File: src/hw/rtl/reversible_deque_engine_defines.svh
// Assertion macros shared by the deque engine RTL.
`ifndef REVERSIBLE_DEQUE_ENGINE_DEFINES_SVH
`define REVERSIBLE_DEQUE_ENGINE_DEFINES_SVH

// Same-cycle implication, checked at every rising edge outside reset.
`define RDE_ASSERT_NOW(lbl, clk, rst_n, ante, cons) \
	lbl: assert property (@(posedge clk) disable iff (!(rst_n)) (ante) |-> (cons)) \
		else $error("rde same-cycle check failed");

// Next-cycle implication, checked at every rising edge outside reset.
`define RDE_ASSERT_NEXT(lbl, clk, rst_n, ante, cons) \
	lbl: assert property (@(posedge clk) disable iff (!(rst_n)) (ante) |=> (cons)) \
		else $error("rde next-cycle check failed");

`endif

File: src/hw/rtl/rde_pkg.sv
package rde_pkg;

	localparam int CMD_W    = 3;
	localparam int VALUE_W  = 16;
	localparam int ITEM_W   = 16;
	localparam int STATUS_W = 2;

	// command codes
	localparam logic [CMD_W-1:0] CMD_CLEAR  = 3'd0;
	localparam logic [CMD_W-1:0] CMD_PUSH   = 3'd1;
	localparam logic [CMD_W-1:0] CMD_TOGGLE = 3'd2;
	localparam logic [CMD_W-1:0] CMD_DELETE = 3'd3;
	localparam logic [CMD_W-1:0] CMD_DRAIN  = 3'd4;

	// result status codes
	localparam logic [STATUS_W-1:0] ST_ELEM  = 2'd0;
	localparam logic [STATUS_W-1:0] ST_EMPTY = 2'd1;
	localparam logic [STATUS_W-1:0] ST_ERROR = 2'd2;

endpackage

File: src/hw/rtl/rde_ram.sv
module rde_ram #(
	parameter int WIDTH = 16,
	parameter int DEPTH = 64
) (
	input  logic                     clk,
	input  logic                     we,
	input  logic [$clog2(DEPTH)-1:0] waddr,
	input  logic [WIDTH-1:0]         wdata,
	input  logic                     re,
	input  logic [$clog2(DEPTH)-1:0] raddr,
	output logic [WIDTH-1:0]         rdata
);

	logic [WIDTH-1:0] mem_q [DEPTH];

	always_ff @(posedge clk) begin
		if (we) begin
			mem_q[waddr] <= wdata;
		end
		if (re) begin
			rdata <= mem_q[raddr];
		end
	end

endmodule

File: src/hw/rtl/reversible_deque_engine.sv
// Channel  | Transfer edge         | Signals
// ---------+-----------------------+-------------------------------
// command  | start && !busy        | start, busy, command, value
// result   | strobe (one cycle)    | strobe, item, status, last
//
// Clear, push, toggle, delete and unused codes leave busy low.
// A drain of N stored elements holds busy while it reads them, one store read a cycle;
// each result appears in the cycle after its read (the RAM read is registered).
// A marker drain (error or empty list) keeps busy low; its result comes next cycle.
// Reset clears pointers, count and flags; the element store is not cleared.
// The receiver cannot stall: every result is shown for exactly one cycle.
`include "reversible_deque_engine_defines.svh"

module reversible_deque_engine #(
	parameter int DEPTH      = 64,
	parameter int DATA_WIDTH = 16
) (
	input  logic                           clk,
	input  logic                           arst_n,
	input  logic                           start,
	output logic                           busy,
	input  logic [rde_pkg::CMD_W-1:0]      command,
	input  logic [rde_pkg::VALUE_W-1:0]    value,
	output logic                           strobe,
	output logic [rde_pkg::ITEM_W-1:0]     item,
	output logic [rde_pkg::STATUS_W-1:0]   status,
	output logic                           last
);

	import rde_pkg::*;

	localparam int IDX_W = $clog2(DEPTH);
	localparam int CNT_W = $clog2(DEPTH + 1);
	localparam logic [IDX_W:0]   DEPTH_X = (IDX_W + 1)'(DEPTH);
	localparam logic [IDX_W-1:0] LAST_IX = IDX_W'(DEPTH - 1);
	localparam logic [CNT_W-1:0] FULL_C  = CNT_W'(DEPTH);

	typedef enum logic {
		IDLE,
		DRAIN
	} state_t;

	state_t state_q;

	// architectural state outside the element store
	logic [IDX_W-1:0] head_q;
	logic [CNT_W-1:0] count_q;
	logic             rev_q;
	logic             err_q;

	// drain sequencer
	logic [IDX_W-1:0] addr_q;
	logic [CNT_W-1:0] rem_q;
	logic             dir_rev_q;

	// result path: elem_v_s1 marks RAM read data that is an element
	logic                elem_v_s1;
	logic                last_s1;
	logic                mark_v_q;
	logic [STATUS_W-1:0] mark_status_q;

	logic             accept;
	logic             full;
	logic             empty;
	logic [IDX_W-1:0] tail_slot;
	logic [IDX_W-1:0] push_slot;
	logic [IDX_W-1:0] head_next;
	logic [IDX_W-1:0] addr_next;
	logic             ram_we;
	logic             ram_re;
	logic [DATA_WIDTH-1:0] ram_rdata;

	// ring index a + b, both below DEPTH, with one compare-subtract wrap
	function automatic logic [IDX_W-1:0] wrap_add(input logic [IDX_W-1:0] a,
		input logic [IDX_W-1:0] b);
		logic [IDX_W:0] s;
		s = {1'b0, a} + {1'b0, b};
		if (s >= DEPTH_X) begin
			s = s - DEPTH_X;
		end
		return s[IDX_W-1:0];
	endfunction

	assign busy   = (state_q == DRAIN);
	assign accept = start && !busy;
	assign full   = (count_q == FULL_C);
	assign empty  = (count_q == '0);

	// the truncated operands are below DEPTH wherever these are used, so the truncations are exact
	assign push_slot = wrap_add(head_q, IDX_W'(count_q));
	assign tail_slot = wrap_add(head_q, IDX_W'(count_q - 1'b1));
	assign head_next = wrap_add(head_q, IDX_W'(1));

	// next read address of a drain: forward walks up, reversed walks down
	always_comb begin
		if (dir_rev_q) begin
			addr_next = (addr_q == '0) ? LAST_IX : addr_q - 1'b1;
		end else begin
			addr_next = (addr_q == LAST_IX) ? '0 : addr_q + 1'b1;
		end
	end

	assign ram_we = accept && (command == CMD_PUSH) && !full;
	assign ram_re = (state_q == DRAIN);

	rde_ram #(
		.WIDTH (DATA_WIDTH),
		.DEPTH (DEPTH)
	) u_store (
		.clk   (clk),
		.we    (ram_we),
		.waddr (push_slot),
		.wdata (DATA_WIDTH'(value)),
		.re    (ram_re),
		.raddr (addr_q),
		.rdata (ram_rdata)
	);

	always_ff @(posedge clk or negedge arst_n) begin
		if (!arst_n) begin
			state_q       <= IDLE;
			head_q        <= '0;
			count_q       <= '0;
			rev_q         <= 1'b0;
			err_q         <= 1'b0;
			addr_q        <= '0;
			rem_q         <= '0;
			dir_rev_q     <= 1'b0;
			elem_v_s1     <= 1'b0;
			last_s1       <= 1'b0;
			mark_v_q      <= 1'b0;
			mark_status_q <= ST_ELEM;
		end else begin
			case (state_q)
				IDLE: begin
					elem_v_s1 <= 1'b0;
					mark_v_q  <= accept && (command == CMD_DRAIN) && (err_q || empty);
					if (accept) begin
						case (command)
							CMD_CLEAR: begin
								head_q  <= '0;
								count_q <= '0;
								rev_q   <= 1'b0;
								err_q   <= 1'b0;
							end
							CMD_PUSH: begin
								if (full) begin
									err_q <= 1'b1;
								end else begin
									count_q <= count_q + 1'b1;
								end
							end
							CMD_TOGGLE: begin
								rev_q <= !rev_q;
							end
							CMD_DELETE: begin
								if (empty) begin
									err_q <= 1'b1;
								end else begin
									if (!rev_q) begin
										head_q <= head_next;
									end
									count_q <= count_q - 1'b1;
								end
							end
							CMD_DRAIN: begin
								if (err_q || empty) begin
									mark_status_q <= err_q ? ST_ERROR : ST_EMPTY;
								end else begin
									// snapshot the walk, then the queue is fresh
									state_q   <= DRAIN;
									addr_q    <= rev_q ? tail_slot : head_q;
									rem_q     <= count_q;
									dir_rev_q <= rev_q;
								end
								head_q  <= '0;
								count_q <= '0;
								rev_q   <= 1'b0;
								err_q   <= 1'b0;
							end
							default: begin
							end
						endcase
					end
				end
				DRAIN: begin
					elem_v_s1 <= 1'b1;
					mark_v_q  <= 1'b0;
					last_s1   <= (rem_q == CNT_W'(1));
					addr_q    <= addr_next;
					rem_q     <= rem_q - 1'b1;
					if (rem_q == CNT_W'(1)) begin
						state_q <= IDLE;
					end
				end
				default: begin
					state_q   <= IDLE;
					elem_v_s1 <= 1'b0;
					mark_v_q  <= 1'b0;
				end
			endcase
		end
	end

	assign strobe = elem_v_s1 || mark_v_q;
	assign item   = mark_v_q ? '0 : ITEM_W'(ram_rdata);
	assign status = mark_v_q ? mark_status_q : ST_ELEM;
	assign last   = mark_v_q || last_s1;

	`RDE_ASSERT_NOW(a_no_result_overlap, clk, arst_n, elem_v_s1, !mark_v_q)
	`RDE_ASSERT_NOW(a_drain_has_work, clk, arst_n, state_q == DRAIN, rem_q != '0)
	`RDE_ASSERT_NOW(a_count_bound, clk, arst_n, 1'b1, count_q <= FULL_C)
	`RDE_ASSERT_NOW(a_head_bound, clk, arst_n, 1'b1, {1'b0, head_q} < DEPTH_X)
	`RDE_ASSERT_NEXT(a_drain_goes_busy, clk, arst_n,
		accept && command == CMD_DRAIN && !err_q && !empty, busy && !mark_v_q)

endmodule
File: config.mk
export PLATFORM = sky130hd
export DESIGN_NAME = reversible_deque_engine
export DESIGN_NICKNAME = d
export VERILOG_FILES = /design/src/hw/rtl/rde_pkg.sv /design/src/hw/rtl/rde_ram.sv /design/src/hw/rtl/reversible_deque_engine.sv
export VERILOG_INCLUDE_DIRS = /design/src /design/src/hw/rtl
export SDC_FILE = /design/constraint.sdc
export NUM_CORES = 1
export LEC_CHECK = 0
export ABC_AREA = 0
export BUFFER_PORTS_ARGS = -buffer_cell sky130_fd_sc_hd__buf_2
export CELL_PAD_IN_SITES_DETAIL_PLACEMENT = 0
export CELL_PAD_IN_SITES_GLOBAL_PLACEMENT = 1
export CORE_MARGIN = 2
export CORE_UTILIZATION = 50
export DETAILED_ROUTE_END_ITERATION = 10
export GPL_TIMING_DRIVEN = 0
export HOLD_SLACK_MARGIN = 0.03
export PLACE_DENSITY_LB_ADDON = 0.12
export SYNTH_ARGS = -nofsm -noshare
export SYNTH_HDL_FRONTEND = slang
export SYNTH_SLANG_ARGS = --single-unit
File: constraint.sdc
create_clock -name clk -period 2.9 [get_ports clk]
set_clock_uncertainty 0.1 [all_clocks]
set_input_delay 0.435 -clock clk [delete_from_list [all_inputs] [get_ports clk]]
set_output_delay 0.435 -clock clk [all_outputs]
set_load 0.1 [all_outputs]
Word-level counts from Yosys, hierarchy flattened
Memories as Yosys holds them, arrays and structs flattened. A register that Yosys moved wholly into a read port is not among the register bits.
Cells that the tools add are included.
W data, S select, Z words.
- word-level logic and storage cells: 106
- memory bits (read-only): 0
- input port bits: 22
- bits in latches: 0
- register bits after elaboration: 35
- bits in writable memories: 1024
- memories kept: 1
- output and inout port bits: 21
- divide/modulo/power cells: 0
- reduce and logical (&&, ||, !) cells: 25
- bitwise gates (word level): 2
- shift operators: 0
- multiply operators: 0
- muxes and demuxes: 37
- add/sub/neg operators: 11
- equality and inequality tests: 15
- magnitude comparators: 3
- memory list (memory ; depth ; width ; rd ports ; clocked after memory_dff ; wr ports ; RTL line ; RTL):
    u_store.mem_q ; 64 ; 16 ; 1 ; 1 ; 1 ; rde_ram.sv:14 ; logic [WIDTH-1:0] mem_q [DEPTH];
- operators with widths (cell ; number):
    $mux W6 ; 12
    $mux W7 ; 5
    $pmux W6 S2 ; 2
    $sub A6 B1 Y6 const B ; 4
    $ge A7 B7 Y1 const B ; 3
    $pmux W7 S3 ; 1
    $mux W16 ; 1
    $ne A2 B2 Y1 const B ; 8
    $reduce_and A5 Y1 ; 3
    $add A6 B6 Y7 ; 2
    $pmux W7 S2 ; 1
    $sub A7 B1 Y7 const B ; 2
    $mux W1 ; 8
    $pmux W1 S2 ; 4
    $reduce_and A4 Y1 ; 2
    $add A6 B1 Y7 const B ; 1
    $add A7 B1 Y7 const B ; 1
    $eq A7 B1 Y1 const B ; 1
    $eq A7 B7 Y1 const B ; 1
    $logic_not A7 Y1 ; 1
    $add A6 B1 Y6 const B ; 1
    $eq A3 B2 Y1 const B ; 2
    $eq A6 B6 Y1 const B ; 1
    $logic_not A6 Y1 ; 1
    13 further kinds ; 25

Longest topological paths before layout
Gate-level depths: netlist of run 1.
- depth after elaboration: 9
- depth in mapped cells: 13
- depth with buffers taken out: 10

Hierarchy
A second synthesis of run 1 with hierarchy kept.
- cell total of the unflattened synthesis: 2180
- area, all modules: 43081.3 um2
- modules (own cells, without submodules) (module ; seq. area each (um2) ; area each (um2) ; instances ; cells each):
    rde_ram ; 31230.0 ; 40202.3 ; 1 ; 1829
    reversible_deque_engine ; 875.8 ; 2879.0 ; 1 ; 351

Worst setup path after synthesis of run 1
Ideal clock, no wire load.
- path kind: reg-to-reg
- start point: reg state_q, in the netlist busy
- end point: mem u_store.mem_q[54][10] (enable)
- path buffers: 1
- clock period less this slack: 3.577 ns
- arrival: 3.089 ns
- path slack: -0.677 ns
- stages on the path, launching flop included: 8
- path through: dfrtp_1 > clkbuf_1 > nand2b_1 > nor2_1 > nand3_1 > nor3b_1 > nand3_1 > nor2_1
- cells in the longest elaborated chain, start to end: 6
- ends and longest elaborated chain (what ; RTL line ; RTL):
    start, declared ; reversible_deque_engine.sv:43 ; state_t state_q;
    start signal, assigned ; reversible_deque_engine.sv:121 ; state_q <= IDLE;
    start signal, assigned ; reversible_deque_engine.sv:171 ; state_q <= DRAIN;
    start signal, assigned ; reversible_deque_engine.sv:193 ; state_q <= IDLE;
    $logic_not A1 Y1 ; reversible_deque_engine.sv:85 ; assign accept = start && !busy;
    $logic_and A1 B1 Y1 ; reversible_deque_engine.sv:85 ;
    $logic_and A1 B1 Y1 (2 in series) ; reversible_deque_engine.sv:103 ; assign ram_we = accept && (command == CMD_PUSH) && !full;
    $mux W1 ; rde_ram.sv:17 ; if (we) begin
    $mux W1 (implied by the code) ; rde_ram.sv:18 ; mem_q[waddr] <= wdata;
    end, declared ; rde_ram.sv:14 ;
Every way passes these cells.

==> metrics.log, run 1 <==
INFO  metric grt_util_all_layers = 28.3%
INFO  metric first_pass_iters = 6
INFO  metric cp_cell_sequence = buf_2, nor2b_1, clkbuf_2, clkbuf_2, a211oi_2, a21oi_2, a211o_1
INFO  metric detail_placement_hpwl = 75,700 um
INFO  metric layout_worst_path_cycle_share = 101%
INFO  metric cts-root-buf = sky130_fd_sc_hd__clkbuf_16
INFO  metric viasPerCell = 6.36
INFO  metric grt.busiest_layer = met2
INFO  metric clk_pin_slew = 60 ps
INFO  metric power.density_cell_area = 974 nW/um^2
INFO  metric worst-slew-pin-transition = 1380 ps
INFO  metric setup_viol_count_final = 2
INFO  metric timing.reg2reg.worst_path_depth = 7
INFO  metric cts.path.max_buffers = 3
INFO  metric route.final.wire_length = 122,000 um
INFO  metric fill_cells = 5,880
INFO  metric rsz_0062_raised_after_global_routing = yes
INFO  metric avgSynthCellArea = 20.2 um^2
INFO  metric ys_dominant_reg_cell = sky130_fd_sc_hd__edfxtp_1
INFO  metric ios = 43
INFO  metric cts.htree.levels = 3
INFO  metric final_max_slew_viol_count = 0
INFO  metric cp-start-kind = flip-flop
INFO  metric number_of_antenna_violations_at_the_first_check_in_global_routing = 5
INFO  metric core.rowCount = 106
INFO  metric insertion_delay = 700 ps
INFO  metric synth_fp_nets = 2,144
INFO  metric p_leak = 0.0166 uW
INFO  metric drc_errors = 0
INFO  metric slew-limit-headroom = 8.06%
INFO  metric violated_checks = negative setup slack
INFO  metric placed_cells = 3,277
INFO  metric floorplan.die_area = 87,000 um^2
INFO  metric synth-adder-area-share = 0.656%
INFO  metric postRouteAntennaNets = 0
INFO  metric worstSetupPathType = reg -> reg
INFO  metric critical_path.top_delay_family = compound AO/OA/AOI/OAI gates
INFO  metric areaGrowthSynthToFinish = 20.9%
INFO  metric number_of_instances_in_the_synthesized_netlist = 2,101
INFO  metric drive_above_1_share = 33.8%
INFO  metric via_count_of_the_first_global_routing_pass = 22.6k
INFO  metric library_cell_appearing_most_often_on_the_critical_path = sky130_fd_sc_hd__clkbuf_2
INFO  metric synth.area.mux_share = 13.7%
INFO  metric required = 3230 ps
INFO  metric max_cap_viol_count = 0
INFO  metric postSynthRegisterBits = 1,075
INFO  metric gr-usage-met1 = 40.8%
INFO  metric synth_xor_xnor_area_share = 0.414%
INFO  metric fp.dieW = 295 um
INFO  metric grt_pass1_wl = 171,000 um
INFO  metric placed_area = 44,600 um^2
INFO  metric cp_num_cells = 7
INFO  metric worst-path-max-fanout = 10
INFO  metric synth_sequential_area_ratio = 75.8%
INFO  metric globalRouteMet3Util = 5.36%
INFO  metric crit_path_top_delay_cell = sky130_fd_sc_hd__a211oi_2
INFO  metric final_cells = 3,607
INFO  metric synth_top_family_by_area = multiplexers
INFO  metric ir_drop_worst_case_vdd = 0.946 mV
INFO  metric vertical_die_dimension = 295 um
INFO  metric ys_types = 67
INFO  metric status = complete, but fails checks
INFO  metric synth_compound_gate_area_share = 4.77%
INFO  metric mappedNetlistArea = 42,300 um^2
INFO  metric floorplan.core_area = 83,700 um^2
INFO  metric cts.sink_count = 1,075
INFO  metric critical_path.n_buffers_inverters = 3
INFO  metric tritoncts = built
INFO  metric post_synthesis_simple_gate_area_fraction = 3.06%
INFO  metric max_freq = 0.341 GHz
INFO  metric port_buffers = 42
INFO  metric vias = 22.9k
INFO  metric period_minus_slack = 2930 ps
INFO  metric fin_worst_hold_slack = 121 ps
INFO  metric design_area = 51,200 um^2
INFO  metric hold_path_depth = 1
INFO  metric crit_path_end_kind = flip-flop
INFO  metric crit_arrival = 3260 ps
INFO  metric cpPeakStageDelay = 550 ps
INFO  metric timing.hold.worst.class = in -> reg
INFO  metric avgRoutedWirePerCell = 33.8 um
INFO  metric number_of_buffers_created_by_cts = 108
INFO  metric yosys_warnings = 0
INFO  metric setup_slack = -34.8 ps
INFO  metric grt_util_met2 = 44.6%
INFO  metric grt-ovfl-total = 0
INFO  metric hold_viol = 0
INFO  metric start_util = 50.6%
INFO  metric routabilityCongestion = 0.886
INFO  metric fin_util = 61.2%
INFO  metric synth_enable_flop_cells = 1,040
INFO  metric grt_start_max_net_pins = 65
INFO  metric drtIter0Drc = 2,829
INFO  metric asyncSetResetFlopFracSynth = 3.26%
INFO  metric nNetsFinal = 2,428
==> layout make-up <==
cell class	count	area, um^2	area share [%]
plain buffers	114	1090	2.14
clock buffers	130	2800	5.46
multi-input cells	893	10800	21.1
well taps	1134	1420	2.77
diodes	1	2.50	0.00489
inverters	16	61.3	0.120
repair buffers	177	2210	4.32
clock inverters	67	713	1.39
flip-flops and latches	1075	32100	62.7
==> state kept, by name (all words and copies together) (netlist names) <==
name,cells
elem_v_s1,1
mark_v_q,1
head_q,6
rem_q,7
u_store.rdata,16
rev_q,1
addr_q,6
busy,1
count_q,7
dir_rev_q,1
last_s1,1
u_store.mem_q,1024
err_q,1
mark_status_q,2
==> synth_stat cells, types with 3 or more instances <==
master	count	area share [%]
sky130_fd_sc_hd__nor2b_1	19	0.28
sky130_fd_sc_hd__edfxtp_1	1040	74
sky130_fd_sc_hd__a311oi_1	6	0.12
sky130_fd_sc_hd__nand3_1	27	0.32
sky130_fd_sc_hd__nand2b_1	8	0.12
sky130_fd_sc_hd__or2_2	4	0.059
sky130_fd_sc_hd__o211ai_1	4	0.071
sky130_fd_sc_hd__a31oi_1	7	0.10
sky130_fd_sc_hd__a2111oi_0	4	0.083
sky130_fd_sc_hd__clkbuf_1	60	0.53
sky130_fd_sc_hd__a221oi_1	12	0.25
sky130_fd_sc_hd__or3_1	3	0.044
sky130_fd_sc_hd__nor3_1	26	0.31
sky130_fd_sc_hd__ha_1	19	0.56
sky130_fd_sc_hd__inv_1	15	0.13
sky130_fd_sc_hd__nor2_1	94	0.83
sky130_fd_sc_hd__nor4_1	4	0.059
sky130_fd_sc_hd__buf_4	10	0.18
sky130_fd_sc_hd__a211oi_1	16	0.28
sky130_fd_sc_hd__buf_6	10	0.27
sky130_fd_sc_hd__mux2i_1	63	1.5
sky130_fd_sc_hd__nand2_1	59	0.52
sky130_fd_sc_hd__and2_1	3	0.044
sky130_fd_sc_hd__o21ai_0	32	0.38
sky130_fd_sc_hd__and3_1	7	0.10
sky130_fd_sc_hd__a211o_1	11	0.23
sky130_fd_sc_hd__a21oi_1	58	0.69
sky130_fd_sc_hd__mux4_2	226	12
sky130_fd_sc_hd__buf_1	6	0.053
sky130_fd_sc_hd__xor2_1	7	0.14
sky130_fd_sc_hd__o221ai_1	25	0.52
sky130_fd_sc_hd__a22oi_1	62	1.1
sky130_fd_sc_hd__mux2_2	8	0.21
sky130_fd_sc_hd__dfrtp_1	35	2.1
sky130_fd_sc_hd__xnor2_1	13	0.27
sky130_fd_sc_hd__buf_2	30	0.35
sky130_fd_sc_hd__o311ai_0	3	0.062
sky130_fd_sc_hd__a22o_1	24	0.50
sky130_fd_sc_hd__a21o_1	4	0.071
==> routing by layer <==
layer | up-vias | wire length [um]
li1 | 9355 | -
met1 | 12200 | 49900
met2 | 1158 | 57900
met3 | 194 | 10500
met4 | 12 | 3680
met5 | - | 115
==> power by group <==
group          total, uW  switching, uW  internal (uW)
clock              13900           5930           7950
combinational      18300          11600           6720
sequential         17700            255          17500
total              49900          17800          32100
==> kinds of logic (layout without fill, tap and decap cells) <==
family	Yosys count	in the layout
simple gates	271	271
mux	297	297
other cells	0	1
fa+ha+maj	21	21
flops	1075	1075
compound gates	284	284
buf+inv	133	504
xor+xnor	20	20
==> repair_timing <==
action,in CTS,in global routing
endpoints found under the hold margin,36,0
hold buffers,3,0
pin swaps,84,25
endpoints found under the setup margin,1060,1042
gates cloned,0,1
gates resized for setup,234,86
setup buffers,114,14
==> stage by stage <==
| stage | total power (uW) | worst slack [ps] | setup TNS (ps) |
|---|---|---|---|
| floorplan | 27900 | -46.3 | -8630 |
| global placement | 33800 | -1550 | -738740 |
| detailed placement | 33900 | -1520 | -781880 |
| CTS | 49100 | -74.6 | -87.0 |
| global route | 51300 | -21.9 | -300 |
| finish | 49900 | -34.8 | -46.8 |
==> cell usage in the layout (no fill, tap or decap), types with 40 or more instances in the layout <==
cell	instances
sky130_fd_sc_hd__a21oi_1	51
sky130_fd_sc_hd__buf_12	86
sky130_fd_sc_hd__buf_2	40
sky130_fd_sc_hd__buf_4	75
sky130_fd_sc_hd__clkbuf_16	109
sky130_fd_sc_hd__edfxtp_1	1040
sky130_fd_sc_hd__mux2i_1	60
sky130_fd_sc_hd__mux4_2	226
sky130_fd_sc_hd__nand2_1	47
sky130_fd_sc_hd__nor2_4	71
==> path summary, 6_finish.rpt <==
check / startpoint / end / slack [ps]
max in group asynchronous: arst_n / busy / 1750
min in group asynchronous: arst_n / busy / 320
min: value[6] / u_store.mem_q[3][6] / 120
min reg2reg: mark_status_q[1] / mark_status_q[1] / 400
max: addr_q[2] / u_store.rdata[5] / -30
max reg2reg: addr_q[2] / u_store.rdata[5] / -30
Power figures use the tool's default switching activity.
==> inputs of run 2 (changes only) <==
--- a/config.mk
+++ b/config.mk
@@ -7,11 +7,12 @@
 export NUM_CORES = 1
 export LEC_CHECK = 0
 export ABC_AREA = 0
-export BUFFER_PORTS_ARGS = -buffer_cell sky130_fd_sc_hd__buf_2
+export BUFFER_PORTS_ARGS = -buffer_cell sky130_fd_sc_hd__clkbuf_2
 export CELL_PAD_IN_SITES_DETAIL_PLACEMENT = 0
 export CELL_PAD_IN_SITES_GLOBAL_PLACEMENT = 1
 export CORE_MARGIN = 2
 export CORE_UTILIZATION = 50
+export CTS_CLUSTER_SIZE = 28
 export DETAILED_ROUTE_END_ITERATION = 10
 export GPL_TIMING_DRIVEN = 0
 export HOLD_SLACK_MARGIN = 0.03
==> metrics.log, run 2 (same netlist as run 1, synthesis figures left out) <==
INFO  metric status = complete, but fails checks
INFO  metric violated_checks = negative setup slack
INFO  metric cts.path.max_buffers = 3 (unchanged)
INFO  metric max_freq = 0.337 GHz (-0.97%)
INFO  metric cp-start-kind = flip-flop
INFO  metric postRouteAntennaNets = 0 (unchanged)
INFO  metric avgRoutedWirePerCell = 33.8 um (-0.24%)
INFO  metric cts.htree.levels = 3 (unchanged)
INFO  metric hold_path_depth = 1 (unchanged)
INFO  metric final_cells = 3,609 (+0.055%)
INFO  metric cts.sink_count = 1,075 (unchanged)
INFO  metric crit_arrival = 3340 ps (+80 ps)
INFO  metric vias = 22.9k (+0.039%)
INFO  metric grt_pass1_wl = 171,000 um (+0.23%)
INFO  metric cts-root-buf = sky130_fd_sc_hd__clkbuf_16
INFO  metric placed_cells = 3,277 (unchanged)
INFO  metric timing.hold.worst.class = in -> reg
INFO  metric hold_viol = 0 (unchanged)
INFO  metric vertical_die_dimension = 295 um (unchanged)
INFO  metric number_of_buffers_created_by_cts = 110 (+1.9%)
INFO  metric setup_slack = -63.4 ps (-28.7 ps)
INFO  metric rsz_0062_raised_after_global_routing = yes
INFO  metric drtIter0Drc = 2,994 (+5.8%)
INFO  metric ir_drop_worst_case_vdd = 0.785 mV (-17%)
INFO  metric drc_errors = 0 (unchanged)
INFO  metric rr_startpoint = addr_q[5]
INFO  metric rr_endpoint = u_store.rdata[13]
INFO  metric fill_cells = 5,822 (-0.99%)
INFO  metric route.final.wire_length = 122,000 um (-0.18%)
INFO  metric number_of_antenna_violations_at_the_first_check_in_global_routing = 4 (-1)
INFO  metric port_buffers = 42 (unchanged)
INFO  metric p_leak = 0.0166 uW (about the same)
INFO  metric timing.reg2reg.worst_path_depth = 4 (-3)
INFO  metric core.rowCount = 106 (unchanged)
INFO  metric timing.hold.worst_endpoint = u_store.mem_q[59][13]
INFO  metric period_minus_slack = 2960 ps (+28.7 ps)
INFO  metric fp.dieW = 295 um (unchanged)
INFO  metric via_count_of_the_first_global_routing_pass = 22.7k (+0.15%)
INFO  metric insertion_delay = 670 ps (-30 ps)
INFO  metric areaGrowthSynthToFinish = 21.1% (about the same)
INFO  metric layout_worst_path_cycle_share = 102% (+0.99 points)
INFO  metric regToRegSetupSlack = -60 ps (-30 ps)
INFO  metric worst-path-max-fanout = 10 (unchanged)
INFO  metric max_cap_viol_count = 0 (unchanged)
INFO  metric totalNegativeSetupSlack = -79.7 ps (-32.9 ps)
INFO  metric mostFrequentLayoutCells = sky130_fd_sc_hd__edfxtp_1, sky130_fd_sc_hd__mux4_2, sky130_fd_sc_hd__clkbuf_16, sky130_fd_sc_hd__buf_12, sky130_fd_sc_hd__buf_4
INFO  metric grt-ovfl-total = 0 (unchanged)
INFO  metric most_common_library_cell_in_the_layout_ignoring_fill_and_taps = sky130_fd_sc_hd__edfxtp_1
INFO  metric viasPerCell = 6.36 (about the same)
INFO  metric power.density_cell_area = 965 nW/um^2 (-0.92%)
INFO  metric start_util = 50.6% (unchanged)
INFO  metric worst-slew-pin-transition = 1090 ps (-285 ps)
INFO  metric detail_placement_hpwl = 75,800 um (+0.18%)
INFO  metric biggestRegsByFlops = u_store.mem_q: 1024 flops, u_store.rdata: 16 flops
INFO  metric tritoncts = built
INFO  metric largest_register_ff_count = 1,024 (unchanged)
INFO  metric worstSetupPathType = reg -> reg
INFO  metric clk_pin_slew = 60 ps (about the same)
INFO  metric crit_path_end_kind = flip-flop
INFO  metric first_pass_iters = 7 (+1)
INFO  metric setup_viol_count_final = 2 (unchanged)
INFO  metric floorplan.core_area = 83,700 um^2 (unchanged)
INFO  metric slew-limit-headroom = 27.1% (+19 points)
INFO  metric floorplan.die_area = 87,000 um^2 (unchanged)
INFO  metric required = 3270 ps (+40 ps)
INFO  metric top_register = u_store.mem_q
INFO  metric nNetsFinal = 2,438 (+0.41%)
INFO  metric grt_start_max_net_pins = 65 (unchanged)
INFO  metric ios = 43 (unchanged)
INFO  metric grt_util_all_layers = 28.5% (+0.15 points)
INFO  metric drive_above_1_share = 34.2% (+0.38 points)
INFO  metric holdCritStartpoint = value[13]
INFO  metric routabilityCongestion = 0.861 (-2.9%)
INFO  metric final_max_slew_viol_count = 0 (unchanged)
==> run 2: through the flow <==
stage,instance area (um^2),setup WS [ps],power [uW],utilization (%),hold WS (ps)
6_report,51300,-63.4,49500,61.3,117
5_1_grt,51300,-68.2,51000,61.3,121
4_1_cts,50700,-70.4,48900,60.6,119
3_5_place_dp,44600,-1480,33900,53.3,388
3_3_place_gp,44600,-1500,33800,53.3,387
2_1_floorplan,42900,-46.3,27900,-,39.4
==> run 2: worst max-delay path, stage by stage, from the launching register on <==
cell	delay (ps)
sky130_fd_sc_hd__dfrtp_1	560
sky130_fd_sc_hd__clkbuf_1	850
sky130_fd_sc_hd__clkbuf_1	700
sky130_fd_sc_hd__nand3_1	320
sky130_fd_sc_hd__o221ai_2	200
==> run 2: worst max path at each step <==
stage,from,to,cells after the start
finish,addr_q[5],u_store.rdata[13],4
global route,addr_q[0],u_store.rdata[12],11
CTS,count_q[0],u_store.mem_q[37][12],11
detailed placement,addr_q[1],u_store.rdata[9],8
global placement,addr_q[1],u_store.rdata[12],8
floorplan,busy,u_store.mem_q[48][0],7
==> run 2: layout make-up <==
class | instances | area, um^2 | area share (%)
antenna | 1 | 2.50 | 0.00488
buffer | 114 | 1090 | 2.12
clock buffer | 139 | 2920 | 5.70
clock inverter | 52 | 475 | 0.928
inverter | 16 | 63.8 | 0.124
multi-input combinational | 893 | 10800 | 21.1
sequential | 1075 | 32100 | 62.7
tap | 1134 | 1420 | 2.77
timing repair buffer | 185 | 2370 | 4.62
==> run 2: report_power, final <==
part | switching, uW | internal (uW)
Combinational | 11500 | 6710
Sequential | 256 | 17500
Clock | 5760 | 7780
Total | 17500 | 32000
==> run 2: routing by layer <==
layer  track usage (%)  vias to the layer above  routed length [um]
li1                  -                     9358                   -
met1              40.1                    12200               48000
met2              45.2                     1168               57600
met3              5.58                      223               11600
met4              9.51                        4                4550
met5                 0                        -                  27
==> run 2: what timing repair did <==
action,in CTS,in global routing
setup buffers,120,12
gates resized for setup,254,77
gates cloned,2,1
hold buffers,3,0
endpoints found under the hold margin,36,0
setup endpoints to repair,1067,686
pin swaps,87,27
